===== src/srk_pkg.sv =====
// shared constants and helper functions for the symmetric rank-1 update unit
package srk_pkg;

    // field widths fixed by the item format
    localparam int IDX_W   = 13;
    localparam int DIM_W   = 14;
    localparam int FP_W    = 32;
    localparam int CFG_A_W = 2;

    // configuration register indexes
    localparam logic [CFG_A_W-1:0] CFG_DIM     = 2'd0;
    localparam logic [CFG_A_W-1:0] CFG_ALPHA   = 2'd1;
    localparam logic [CFG_A_W-1:0] CFG_UPPER   = 2'd2;
    localparam logic [CFG_A_W-1:0] CFG_REVERSE = 2'd3;

    // item kinds carried in tuser
    localparam logic KIND_LOAD   = 1'b0;
    localparam logic KIND_UPDATE = 1'b1;

    // binary32 constants
    localparam logic [FP_W-1:0] FP_QNAN    = 32'h7FC0_0000;
    localparam logic [7:0]      FP_EXP_MAX = 8'hFF;

    // leading zero count of a 48-bit product
    function automatic logic [5:0] f_lzc48(input logic [47:0] v);
        logic [5:0] cnt;
        cnt = 6'd48;
        for (int i = 0; i < 48; i++) begin
            if (v[i]) begin
                cnt = 6'(47 - i);
            end
        end
        return cnt;
    endfunction

    // leading zero count of a 27-bit sum
    function automatic logic [4:0] f_lzc27(input logic [26:0] v);
        logic [4:0] cnt;
        cnt = 5'd27;
        for (int i = 0; i < 27; i++) begin
            if (v[i]) begin
                cnt = 5'(26 - i);
            end
        end
        return cnt;
    endfunction

endpackage


===== src/srk_fmul.sv =====
// two-stage binary32 multiplier, round to nearest even
module srk_fmul
    import srk_pkg::*;
(
    input  logic            i_clk,
    input  logic            i_en1,
    input  logic            i_en2,
    input  logic [FP_W-1:0] i_a,
    input  logic [FP_W-1:0] i_b,
    output logic [FP_W-1:0] o_p
);

    logic        a_nan, b_nan, a_inf, b_inf, a_zero, b_zero;
    logic [7:0]  a_e, b_e;
    logic [23:0] a_m, b_m;

    logic [47:0] r_prod;
    logic [8:0]  r_esum;
    logic        r_sign, r_nan, r_inf, r_zero;

    logic [5:0]        lz;
    logic signed [9:0] be;
    logic signed [9:0] lsh;
    logic [5:0]        rs;
    logic [95:0]       rt;
    logic [47:0]       q;
    logic              stk;
    logic              up;
    logic [7:0]        exp_f;
    logic [30:0]       mag;
    logic [FP_W-1:0]   n_p;

    // operand decode
    always_comb begin
        a_nan  = (i_a[30:23] == FP_EXP_MAX) && (i_a[22:0] != '0);
        b_nan  = (i_b[30:23] == FP_EXP_MAX) && (i_b[22:0] != '0);
        a_inf  = (i_a[30:23] == FP_EXP_MAX) && (i_a[22:0] == '0);
        b_inf  = (i_b[30:23] == FP_EXP_MAX) && (i_b[22:0] == '0);
        a_zero = (i_a[30:0] == '0);
        b_zero = (i_b[30:0] == '0);
        a_e    = (i_a[30:23] == '0) ? 8'd1 : i_a[30:23];
        b_e    = (i_b[30:23] == '0) ? 8'd1 : i_b[30:23];
        a_m    = {(i_a[30:23] != '0), i_a[22:0]};
        b_m    = {(i_b[30:23] != '0), i_b[22:0]};
    end

    // stage 1: mantissa product and exponent sum
    always_ff @(posedge i_clk) begin
        if (i_en1) begin
            r_prod <= a_m * b_m;
            r_esum <= {1'b0, a_e} + {1'b0, b_e};
            r_sign <= i_a[31] ^ i_b[31];
            r_nan  <= a_nan || b_nan || (a_inf && b_zero) || (b_inf && a_zero);
            r_inf  <= a_inf || b_inf;
            r_zero <= a_zero || b_zero;
        end
    end

    // stage 2: normalize, denormalize and round
    always_comb begin
        lz  = f_lzc48(r_prod);
        be  = $signed({1'b0, r_esum}) - 10'sd126 - $signed({4'b0, lz});
        lsh = (be >= 10'sd1) ? $signed({4'b0, lz}) : ($signed({1'b0, r_esum}) - 10'sd127);
        rs  = (lsh < -10'sd48) ? 6'd48 : 6'(-lsh);
        rt  = {r_prod, 48'b0} >> rs;
        if (lsh >= 10'sd0) begin
            q   = r_prod << lsh[5:0];
            stk = 1'b0;
        end else begin
            q   = rt[95:48];
            stk = |rt[47:0];
        end
        up    = q[23] && ((|q[22:0]) || stk || q[24]);
        exp_f = (be >= 10'sd1) ? be[7:0] : 8'd0;
        mag   = {exp_f, q[46:24]} + {30'b0, up};
        if (r_nan) begin
            n_p = FP_QNAN;
        end else if (r_inf || (be >= 10'sd255)) begin
            n_p = {r_sign, FP_EXP_MAX, 23'b0};
        end else if (r_zero) begin
            n_p = {r_sign, 31'b0};
        end else begin
            n_p = {r_sign, mag};
        end
    end

    always_ff @(posedge i_clk) begin
        if (i_en2) begin
            o_p <= n_p;
        end
    end

endmodule


===== config.mk =====
export PLATFORM = sky130hd
export DESIGN_NAME = srk_fmul
export DESIGN_NICKNAME = d
export VERILOG_FILES = /design/src/srk_pkg.sv /design/src/srk_fmul.sv
export SDC_FILE = /design/constraint.sdc
export NUM_CORES = 2
export LEC_CHECK = 0
export BUFFER_PORTS_ARGS = -buffer_cell sky130_fd_sc_hd__clkbuf_2
export CAP_MARGIN = 5
export CORE_MARGIN = 4
export CORE_UTILIZATION = 60
export CTS_CLUSTER_DIAMETER = 80
export DETAILED_ROUTE_END_ITERATION = 10
export PLACE_DENSITY = 0.8
export SETUP_SLACK_MARGIN = 0.5
export SLEW_MARGIN = 20
export SYNTH_ARGS = -nofsm -noshare
export SYNTH_HDL_FRONTEND = slang
export SYNTH_SLANG_ARGS = --single-unit

===== constraint.sdc =====
create_clock -name i_clk -period 7.7 [get_ports i_clk]
set_input_delay 0.385 -clock i_clk [delete_from_list [all_inputs] [get_ports i_clk]]
set_output_delay 0.385 -clock i_clk [all_outputs]
set_load 0.01 [all_outputs]

==> metrics.txt <==
result of the run complete, no violations; RSZ-0062 raised after global routing yes; min-delay src i_a[31]; top post-synthesis cells by count 550 x nand2_1, 530 x inv_1, 484 x fa_1; maxcap violations 0; Mapped Area 0.0308 mm^2; Root Buffer clkbuf_16; CP Max Fanout 7; hpwl dp 80.9 mm; Synth Area in Adders 0.395; worst min path class in2reg; TNS Setup 0 ps; clock tree buffer depth 2; Sink Count 93; number of detailed-route iterations in the first pass 10; # setup viols final 0; Yosys top cell by area fa_1; Final Worst Setup Slack 170 ps; Net Count, Synth 4,343; die width 235 um; Avg Vias per Cell 6.32; Worst-Skew Late Latency 380 ps; I/O Pins 99; Top FF cell, synth edfxtp_1; gpl congestion 1.05; CP max stage cell or4_4; DRT Wirelength 105 mm; initial antenna violation count 1; Wirelength per Cell 22.6 um; Post-Synth Simple-Gate Area 0.198; biggest cell delay along the critical path 530 ps; WS Path Type reg2reg; Die H 235 um; Site Rows 82; synthesis-to-layout area growth 19.9%; Slew Limit Headroom 0.366; H-tree Lvls 3; post-synth cell types 110; post-synthesis xor/xnor area fraction 0.0205; worst hold stages 2; sequential fraction of the synthesis area 0.0907; die area 0.0550 mm^2; length in cells of the worst reg-to-reg path 32; slew at the pin closest to its max-slew limit 924 ps; Worst setup SP type flip-flop; minimum clock period 7530 ps; first-pass GRT wire length 160 mm; RR Startpoint r_prod[30]; Yosys reg bits 93; CTS tree built; crit share post-route 0.978; layout cell share with drive strength beyond 1 0.224; flop-to-flop setup slack 170 ps; worst path required time 7840 ps; Critical Path AT 7670 ps; vias post-DR 29,409; drt drc 0; ranking of synthesized cells by area fa_1 31%, edfxtp_1 9.1%, ha_1 8.1%, nand2_1 6.7%, inv_1 6.5%; CP endpoint kind flip-flop; fin nets 4,723; yosys warns 0; I/O Buffers 98; core area 0.0505 mm^2; CTS Buf Count 9; pre-CTS setup slack -212 ps; Final Max Tran Viols 0; Final Hold Fails 0; Post-synth EDFFs 93; largest family of logic cells by synthesized area adder cells; top-area cell type share of the netlist area 0.315; asr flop ratio synth 0; ANT nets after route 0; most common cell in the synthesized netlist nand2_1; achievable clock frequency 0.133 GHz; DR iter-0 viols 3,158; Placed Cells 4,549; final std cells w/o fill 4,651; total track usage 0.370; Cells after Synth 3,593; largest net degree at the start of global routing 67; clock-pin slew on the worst setup and hold paths 80 ps; sink of the worst hold path r_sign; Synth Area per Inst 8.57 um^2; mux share of post-synthesis cell area 0.0701; Starting Density 0.610; clock skew after layout 16.1 ps; Compound-Gate Fraction of Synth Area 0.121; reg2reg end o_p[22]; vias in the first global route 29,342; grt total ovfl 0
[registers in the layout (all words and copies together) (netlist names)]
signal / flops
r_prod: 48
o_p: 32
r_esum: 9
r_inf: 1
r_nan: 1
r_sign: 1
r_zero: 1
[placed cells by master (no fill, tap or decap), types with 74 or more instances in the layout]
master / synthesis / final
fa_1: 484 / 479
clkbuf_2: 0 / 74
nand2_1: 550 / 541
buf_4: 9 / 453
inv_1: 530 / 524
ha_1: 199 / 176
nor2_1: 145 / 138
mux2i_1: 167 / 143
and2_1: 228 / 218
a21oi_1: 114 / 94
nand3_1: 79 / 76
edfxtp_1: 93 / 93
[logic make-up after synthesis]
logic type	after synthesis
AOI/OAI and AO/OA	515
xor gates and xnor gates	72
adders and majority gates	683
buffers and inverters	780
DFF	93
muxes	199
and+or+nand+nor	1251
[how the worst max path moves through the flow]
stage / start / endpoint
3_5_place_dp: i_b[3] / r_prod[47]
5_1_grt: r_prod[30] / o_p[28]
3_3_place_gp: r_prod[2] / o_p[27]
6_report: r_prod[30] / o_p[22]
2_1_floorplan: r_prod[4] / o_p[28]
4_1_cts: r_prod[4] / o_p[22]
[metal layers]
layer	vias to the layer above	track usage	part of all wire
met5	-	0	0
met4	0	0.169	0.062
met3	514	0.0623	0.10
met2	1945	0.598	0.46
met1	14366	0.492	0.37
li1	12584	-	-
[through the flow]
stage	hold WS (ps)	utilization	instance area, um^2
global placement	517	0.684	34500
detailed placement	615	0.684	34500
finish	308	0.732	36900
floorplan	497	-	31100
CTS	302	0.707	35700
global route	325	0.732	36900
[repair_timing]
action                                  in CTS  in global routing
endpoints found under the setup margin      38                 40
gates cloned                                 3                  2
hold buffers                                 0                  0
resized for setup                          125                203
pin swaps                                   81                100
setup buffers                               27                 53
hold endpoints to repair                     0                  0
[critical path: cells and delay by family, from the launching register on]
kind / cells / cell delay (ps)
compound gates: 14 / 3300
buf+inv: 9 / 1240
simple gates: 5 / 1140
fa+ha+maj: 3 / 860
flops: 1 / 390
mux: 1 / 320
[cell type report]
class                      instances  area [um^2]
multi-input combinational       2720        26000
fill                            3611        13500
timing repair buffer             615         5020
sequential                        93         2790
inverter                         534         2020
tap                              672          841
clock buffer                       9          225
clock inverter                     7         67.6
antenna                            1         2.50
Power is not shown: default switching activity piles up to over one toggle a cycle in this logic, so the estimate is an artifact.
