$ cat src/srk_pkg.sv
// shared constants and helper functions for the symmetric rank-1 update unit
package srk_pkg;

    // field widths fixed by the item format
    localparam int IDX_W   = 13;
    localparam int DIM_W   = 14;
    localparam int FP_W    = 32;
    localparam int CFG_A_W = 2;

    // configuration register indexes
    localparam logic [CFG_A_W-1:0] CFG_DIM     = 2'd0;
    localparam logic [CFG_A_W-1:0] CFG_ALPHA   = 2'd1;
    localparam logic [CFG_A_W-1:0] CFG_UPPER   = 2'd2;
    localparam logic [CFG_A_W-1:0] CFG_REVERSE = 2'd3;

    // item kinds carried in tuser
    localparam logic KIND_LOAD   = 1'b0;
    localparam logic KIND_UPDATE = 1'b1;

    // binary32 constants
    localparam logic [FP_W-1:0] FP_QNAN    = 32'h7FC0_0000;
    localparam logic [7:0]      FP_EXP_MAX = 8'hFF;

    // leading zero count of a 48-bit product
    function automatic logic [5:0] f_lzc48(input logic [47:0] v);
        logic [5:0] cnt;
        cnt = 6'd48;
        for (int i = 0; i < 48; i++) begin
            if (v[i]) begin
                cnt = 6'(47 - i);
            end
        end
        return cnt;
    endfunction

    // leading zero count of a 27-bit sum
    function automatic logic [4:0] f_lzc27(input logic [26:0] v);
        logic [4:0] cnt;
        cnt = 5'd27;
        for (int i = 0; i < 27; i++) begin
            if (v[i]) begin
                cnt = 5'(26 - i);
            end
        end
        return cnt;
    endfunction

endpackage

$ cat src/srk_fadd.sv
// two-stage binary32 adder, round to nearest even
module srk_fadd
    import srk_pkg::*;
(
    input  logic            i_clk,
    input  logic            i_en1,
    input  logic            i_en2,
    input  logic [FP_W-1:0] i_a,
    input  logic [FP_W-1:0] i_b,
    output logic [FP_W-1:0] o_s
);

    logic            swap, sub;
    logic [FP_W-1:0] x, y;
    logic            x_nan, y_nan, x_inf, y_inf;
    logic [7:0]      ex, ey, d;
    logic [4:0]      ds;
    logic [26:0]     x27, y27, yal;
    logic [53:0]     yt;
    logic [27:0]     sum;

    logic [27:0] r_sum;
    logic [7:0]  r_e;
    logic        r_sign, r_nan, r_inf, r_inf_sign;

    logic [4:0]  lz;
    logic [7:0]  lim, ls;
    logic [26:0] nrm;
    logic [8:0]  ne;
    logic        up;
    logic [7:0]  exp_f;
    logic [30:0] mag;
    logic [FP_W-1:0] n_s;

    // stage 1: order by magnitude, align, add or subtract
    always_comb begin
        swap  = i_b[30:0] > i_a[30:0];
        x     = swap ? i_b : i_a;
        y     = swap ? i_a : i_b;
        sub   = x[31] ^ y[31];
        x_nan = (x[30:23] == FP_EXP_MAX) && (x[22:0] != '0);
        y_nan = (y[30:23] == FP_EXP_MAX) && (y[22:0] != '0);
        x_inf = (x[30:23] == FP_EXP_MAX) && (x[22:0] == '0);
        y_inf = (y[30:23] == FP_EXP_MAX) && (y[22:0] == '0);
        ex    = (x[30:23] == '0) ? 8'd1 : x[30:23];
        ey    = (y[30:23] == '0) ? 8'd1 : y[30:23];
        d     = ex - ey;
        ds    = (d > 8'd27) ? 5'd27 : d[4:0];
        x27   = {(x[30:23] != '0), x[22:0], 3'b0};
        y27   = {(y[30:23] != '0), y[22:0], 3'b0};
        yt    = {y27, 27'b0} >> ds;
        yal   = {yt[53:28], yt[27] | (|yt[26:0])};
        sum   = sub ? ({1'b0, x27} - {1'b0, yal}) : ({1'b0, x27} + {1'b0, yal});
    end

    always_ff @(posedge i_clk) begin
        if (i_en1) begin
            r_sum      <= sum;
            r_e        <= ex;
            r_sign     <= (sub && (sum == '0)) ? 1'b0 : x[31];
            r_nan      <= x_nan || y_nan || (x_inf && y_inf && sub);
            r_inf      <= x_inf || y_inf;
            r_inf_sign <= x[31];
        end
    end

    // stage 2: normalize and round
    always_comb begin
        lz  = f_lzc27(r_sum[26:0]);
        lim = r_e - 8'd1;
        ls  = ({3'b0, lz} < lim) ? {3'b0, lz} : lim;
        if (r_sum[27]) begin
            nrm = {r_sum[27:2], r_sum[1] | r_sum[0]};
            ne  = {1'b0, r_e} + 9'd1;
        end else begin
            nrm = r_sum[26:0] << ls;
            ne  = {1'b0, r_e} - {1'b0, ls};
        end
        up    = nrm[2] && ((|nrm[1:0]) || nrm[3]);
        exp_f = nrm[26] ? ne[7:0] : 8'd0;
        mag   = {exp_f, nrm[25:3]} + {30'b0, up};
        if (r_nan) begin
            n_s = FP_QNAN;
        end else if (r_inf) begin
            n_s = {r_inf_sign, FP_EXP_MAX, 23'b0};
        end else if (ne >= 9'd255) begin
            n_s = {r_sign, FP_EXP_MAX, 23'b0};
        end else begin
            n_s = {r_sign, mag};
        end
    end

    always_ff @(posedge i_clk) begin
        if (i_en2) begin
            o_s <= n_s;
        end
    end

endmodule

$ cat config.mk
export PLATFORM = sky130hd
export DESIGN_NAME = srk_fadd
export DESIGN_NICKNAME = d
export VERILOG_FILES = /design/src/srk_pkg.sv /design/src/srk_fadd.sv
export SDC_FILE = /design/constraint.sdc
export NUM_CORES = 1
export LEC_CHECK = 0
export BUFFER_PORTS_ARGS = -buffer_cell sky130_fd_sc_hd__buf_2
export CORE_UTILIZATION = 30
export DETAILED_ROUTE_END_ITERATION = 10
export GPL_TIMING_DRIVEN = 0
export PLACE_DENSITY = 0.54
export RECOVER_POWER = 100
export SLEW_MARGIN = 5
export SYNTH_ARGS = -nofsm -noshare
export SYNTH_HDL_FRONTEND = slang
export SYNTH_SLANG_ARGS = --single-unit
$ cat constraint.sdc
create_clock -name i_clk -period 23.4 [get_ports i_clk]
set_clock_uncertainty 0.1 [all_clocks]
set_input_delay 4.68 -clock i_clk [delete_from_list [all_inputs] [get_ports i_clk]]
set_output_delay 4.68 -clock i_clk [all_outputs]
set_load 0.02 [all_outputs]
==> reports/summary.txt, run 1 <==
worst-path fanout max - 10
number of clock sinks - 72
Slew HR - -0.414
Area growth syn-to-layout - 10.9%
GRT Util Overall - 0.239
reg2reg path depth - 27
reg-to-reg critical path endpoint - o_s[25]
post-detail-place hpwl - 44.4 mm
num rows - 76
post-CTS setup buffers - 0
most frequent cells in the layout - nor2_1 (187), nand2_1 (169), a21oi_1 (136), inv_1 (119), clkbuf_1 (108)
commonest non-fill, non-tap cell in the layout - nor2_1
routed wire length - 53.7 mm
hold violation count in the final report - 0
crit path launch type - input port
Layout fillers - 4654
post-synthesis async set-or-reset flop share - 0
grt ovf - 0
final routed DRC violation total - 1
Core Box Area - 0.0431 mm²
n_diodes - 0
initial antenna violation count - 0
main area contributors after synthesis - edfxtp_1 (17%), ha_1 (9.8%), mux2i_1 (6.0%)
failing checks - design-rule violations, max-capacitance violations, max-slew violations
DR pass1 iterations - 11
launch point of the worst path - i_a[14]
MaxCap Viol Count - 3
chip width - 211 µm
Max Root-Sink Buffers - 2
clock-pin slew on the worst setup and hold paths - 0.06 ns
post_cts resized - 0
Die ar. - 0.0444 mm²
first-pass GRT wire length - 82.4 mm
worst min path class - reg2reg
synthesized area per cell - 7.39 µm²
Seq/Total Area, Yosys - 0.165
DR iter-0 viols - 1332
post-synth top area share - 0.165
CP arrival - 19.86 ns
RSZ-0062 raised after global routing - no
setup slack, reg-to-reg - 14.51 ns
Critical Path End Type - flop
Post-CTS Hold Buffers - 0
EDFF count, synth - 72
cell taking the most area after synthesis - edfxtp_1
Post-DRT Antenna Nets - 0
# IOs - 99
Post-Syn Nets - 1942
Leak - 0.00598 µW
Final min period - 19.92 ns
via count - 14355
Total Power - 1280 µW
final setup vio count - 0
cell area power density - 88.3 mW/mm²
ys flop type - edfxtp_1
reg-to-reg startpoint - r_sum[12]
setup tns final - 0 ns
vias in the first global route - 13774
Crit-path slowest cell - nor3b_1
total clock buffers created by CTS - 9
Final Max Slew Viols - 74
largest net degree at the start of global routing - 41
synthesized instance count - 1770
achievable clock frequency - 50.2 MHz
Final nets - 2051
H-tree levels - 3
Vias per Instance - 5.81
port bufs - 98
peak supply drop - 0.0366 mV
routability cong. - 0.991
final period utilization - 0.851
Hold WS - 0.510 ns
Worst path max stage delay - 1.20 ns
Required @ worst endpoint - 23.34 ns
clk_lat worst skew - 0.34 ns
Yosys warnings - 0
Initial Utilization - 0.304
Synth cell types - 102
final core occ - 0.337
register bit total from synthesis - 72
critical path class - in2reg
Die Y-Extent - 211 µm
CP Capture Point - r_sign
area of the mapped netlist - 0.0131 mm²
per-cell routed wire length - 21.8 µm
Tightest Pin Transition - 2.12 ns
clock root cell - clkbuf_16
status - finished, violations left
layout cells sized above 1 - 0.0929
CTS tree - done
-- logic make-up (layout without fill, tap and decap cells) --
group | after synthesis | after routing | share of synthesized area
buf+inv | 216 | 330 | 0.0657
xor+xnor | 68 | 68 | 0.0461
fa+ha+maj | 105 | 105 | 0.102
compound gates | 535 | 535 | 0.280
simple gates | 660 | 660 | 0.249
mux | 114 | 114 | 0.0910
flops | 72 | 72 | 0.165
-- power by group --
group          leakage [µW]  total (µW)  internal [µW]  switching [µW]
combinational       0.00513         941            322             619
sequential         0.000714         205            178            26.5
clock              0.000136         135           81.3            54.0
total               0.00598        1280            581             699
-- cells in the mapped netlist, drive strengths merged (36+ instances only) --
cell and count:
mux2 36, inv 119, clkbuf 72, nand3 48, nor2 193, nor3 56, a21oi 138, nand4 36
o21ai 104, xnor2 40, ha 102, edfxtp 72, nand2 171, mux2i 78
-- layer usage --
metal,GRT usage,part of all wire
met5,0,0
met4,0.106,0.046
met3,0.0223,0.055
met2,0.421,0.48
met1,0.295,0.42
-- flip-flops by register name (all words and copies together), names as in the netlist --
| name | count |
|---|---|
| r_inf_sign | 1 |
| o_s | 32 |
| r_inf | 1 |
| r_sign | 1 |
| r_e | 8 |
| r_sum | 28 |
| r_nan | 1 |
-- cell type report --
cell class,instances,area [µm²],share of cell area
Multi-Input combinational cell,1482,10000,0.691
Inverter,119,447,0.0308
Tap cell,585,732,0.0505
Sequential cell,72,2160,0.149
Buffer,97,412,0.0284
Clock inverter,7,62.6,0.00431
Clock buffer,9,225,0.0155
Timing Repair Buffer,98,447,0.0308
-- stage by stage --
stage / area (µm²) / std cells / worst slack [ns]
6_report: 14500 / 2469 / 3.48
5_1_grt: 14500 / 2469 / 3.09
4_1_cts: 14600 / 2469 / 4.53
3_5_place_dp: 14300 / 2453 / 4.21
3_3_place_gp: 14300 / 2453 / 4.10
2_1_floorplan: 13100 / 1770 / 8.26
-- how the worst min path moves through the flow --
stage	startpoint	end	slack, ns	cells after the start
detailed placement	r_sign	o_s[31]	0.49	2
CTS	r_sign	o_s[31]	0.51	2
global placement	r_sign	o_s[31]	0.49	2
global route	r_sign	o_s[31]	0.55	2
floorplan	r_sign	o_s[31]	0.43	2
finish	r_sign	o_s[31]	0.51	2
-- worst max-delay path: cells and delay by family --
| family | cells | cell delay (ns) |
|---|---|---|
| AOI/OAI and AO/OA | 22 | 6.00 |
| and+or+nand+nor | 12 | 4.12 |
| buffers and inverters | 9 | 3.24 |
| adders and majority gates | 5 | 1.64 |
| xor gates and xnor gates | 1 | 0.17 |
No activity file was read; power rests on OpenSTA's default activity.
==> run 2, diff against run 1 <==
PLACE_DENSITY = 0.55   (was 0.54)
clock period = 17.89 ns   (was 23.4 ns; I/O delays follow)
==> run 2 against run 1 <==
- the run ends with max-capacitance violations, max-slew violations left
- sequential cell count unchanged
- critical path type unchanged
- sequential share of layout area about the same
- non-clock buffer count increased by 1
- sequential power increased by 31%
- first-iteration DRC count decreased by 5.0%
- design area increased by 0.18%
- die area unchanged
- critical path depth increased by 3
- largest cell class unchanged
- cell count about the same
==> reports/summary.txt, run 2 (synthesis gave the netlist of run 1 again) <==
pre-CTS setup slack - -0.0653 ns (was 4.21 ns)
Max Root-Sink Buffers - 2 (unchanged)
max reg flops - 32 (unchanged)
largest net degree at the start of global routing - 41 (unchanged)
Required @ worst endpoint - 17.87 ns (was 23.34 ns)
clock-pin slew on the worst setup and hold paths - 0.06 ns (about the same)
Core Box Area - 0.0431 mm² (unchanged)
most used cell, CP - a21oi_1
Initial Utilization - 0.304 (unchanged)
vias in the first global route - 14081 (was 13774)
Worst path max stage delay - 0.54 ns (was 1.20 ns)
Tightest Pin Transition - 2.07 ns (was 2.12 ns)
final routed DRC violation total - 0 (was 1)
Final Non-Filler Cells - 2470 (was 2469)
setup ws final - 0.993 ns (was 3.48 ns)
num rows - 76 (unchanged)
commonest non-fill, non-tap cell in the layout - nor2_1 (unchanged)
clock root cell - clkbuf_16 (unchanged)
Slew HR - -0.382 (was -0.414)
grt ovf - 0 (unchanged)
achievable clock frequency - 59.2 MHz
Crit-path slowest cell - or4b_1 (was nor3b_1)
clk_lat worst skew - 0.35 ns (was 0.34 ns)
per-cell routed wire length - 22.3 µm (was 21.8 µm)
Largest Register - o_s (unchanged)
critical path class - in2reg (unchanged)
RSZ-0062 raised after global routing - no (unchanged)
H-tree levels - 3 (unchanged)
worst min path class - reg2reg (unchanged)
Final min period - 16.90 ns
hold violation count in the final report - 0 (unchanged)
Vias per Instance - 5.80 (was 5.81)
Final nets - 2052 (was 2051)
MaxCap Viol Count - 3 (unchanged)
routability cong. - 0.981 (was 0.991)
final setup vio count - 0 (unchanged)
DR pass1 iterations - 6 (was 11)
layout cells sized above 1 - 0.0981 (was 0.0929)
port bufs - 98 (unchanged)
chip width - 211 µm (unchanged)
crit path launch type - input port (unchanged)
DR iter-0 viols - 1265 (was 1332)
Post-CTS Hold Buffers - 0 (unchanged)
number of clock sinks - 72 (unchanged)
final core occ - 0.337 (about the same)
cell area power density - 117 mW/mm² (was 88.3 mW/mm²)
Area growth syn-to-layout - 11.1% (was 10.9%)
first-pass GRT wire length - 83.7 mm (was 82.4 mm)
setup slack, reg-to-reg - 9.10 ns (was 14.51 ns)
GRT Util Overall - 0.244 (was 0.239)
n_diodes - 0 (unchanged)
total clock buffers created by CTS - 9 (unchanged)
post-detail-place hpwl - 45.1 mm (was 44.4 mm)
most frequent cells in the layout - nor2_1 (187), nand2_1 (169), a21oi_1 (136), inv_1 (119), clkbuf_1 (105) (was nor2_1 (187), nand2_1 (169), a21oi_1 (136), inv_1 (119), clkbuf_1 (108))
Die ar. - 0.0444 mm² (unchanged)
via count - 14335 (was 14355)
Post-DRT Antenna Nets - 0 (unchanged)
dpl cells - 2453 (unchanged)
routed wire length - 55.1 mm (was 53.7 mm)
initial antenna violation count - 0 (unchanged)
CP arrival - 16.88 ns (was 19.86 ns)
Leak - 0.00600 µW (was 0.00598 µW)
Critical Path End Type - flop (unchanged)
Die Y-Extent - 211 µm (unchanged)
failing checks - max-capacitance violations, max-slew violations (was design-rule violations, max-capacitance violations, max-slew violations)
peak supply drop - 0.0417 mV (was 0.0366 mV)
worst-path fanout max - 10 (unchanged)
final period utilization - 0.945
status - finished, violations left (unchanged)
# IOs - 99 (unchanged)
CTS tree - done (unchanged)
Final Max Slew Viols - 83 (was 74)
biggest regs - o_s x32, r_sum x28, r_e x8 (unchanged)
[run 2: final cells by class]
cell class	instances	area, µm²
multi-input combinational	1482	10000
sequential	72	2160
timing repair buffer	100	463
fill	4693	28500
buffer	96	410
inverter	119	447
tap	585	732
clock buffer	9	225
clock inverter	7	70.1
[run 2: power by group]
| part | leakage [µW] | total, µW | internal, µW | switching (µW) |
|---|---|---|---|---|
| Clock | 0.000135 | 182 | 108 | 74.8 |
| Sequential | 0.000714 | 268 | 233 | 35.4 |
| Combinational | 0.00515 | 1240 | 424 | 819 |
| Total | 0.00600 | 1690 | 765 | 929 |
[run 2: path summary, 6_finish.rpt]
check,startpoint,depth (start not counted),to
setup / recovery,i_a[14],52,r_sign
setup reg to reg,r_sum[12],27,o_s[24]
hold reg to reg,r_sign,2,o_s[31]
hold / removal,r_sign,2,o_s[31]
[run 2: layer usage]
layer  share of wire  vias up  routed length [µm]  GRT usage
met4           0.059        0                3260      0.133
met1            0.41     6766               22600      0.292
li1                -     6818                   -          -
met2            0.47      607               26100      0.427
met5               0        -                   0          0
met3           0.055      144                3010     0.0257
[run 2: what timing repair did]
item,CTS,global route
gates resized for setup,0,9
buffers inserted,0,2
setup endpoints to repair,0,1
[run 2: worst max-delay path: cells and delay by family]
| kind | cells | cell delay (ns) |
|---|---|---|
| AO/OA/AOI/OAI | 24 | 6.19 |
| AND/OR/NAND/NOR | 14 | 3.12 |
| buffers and inverters | 7 | 1.88 |
| adder cells (fa/ha/maj) | 5 | 1.67 |
| XOR/XNOR | 2 | 0.42 |
[run 2: stage by stage]
stage | hold slack (ns) | setup TNS (ns) | power [µW] | cell area, µm²
3_5_place_dp | 0.492 | -0.0653 | 1480 | 14300
6_report | 0.498 | 0 | 1690 | 14500
5_1_grt | 0.580 | 0 | 1800 | 14500
2_1_floorplan | 0.432 | 0 | 1120 | 13100
4_1_cts | 0.512 | 0 | 1670 | 14600
3_3_place_gp | 0.510 | -0.230 | 1490 | 14300
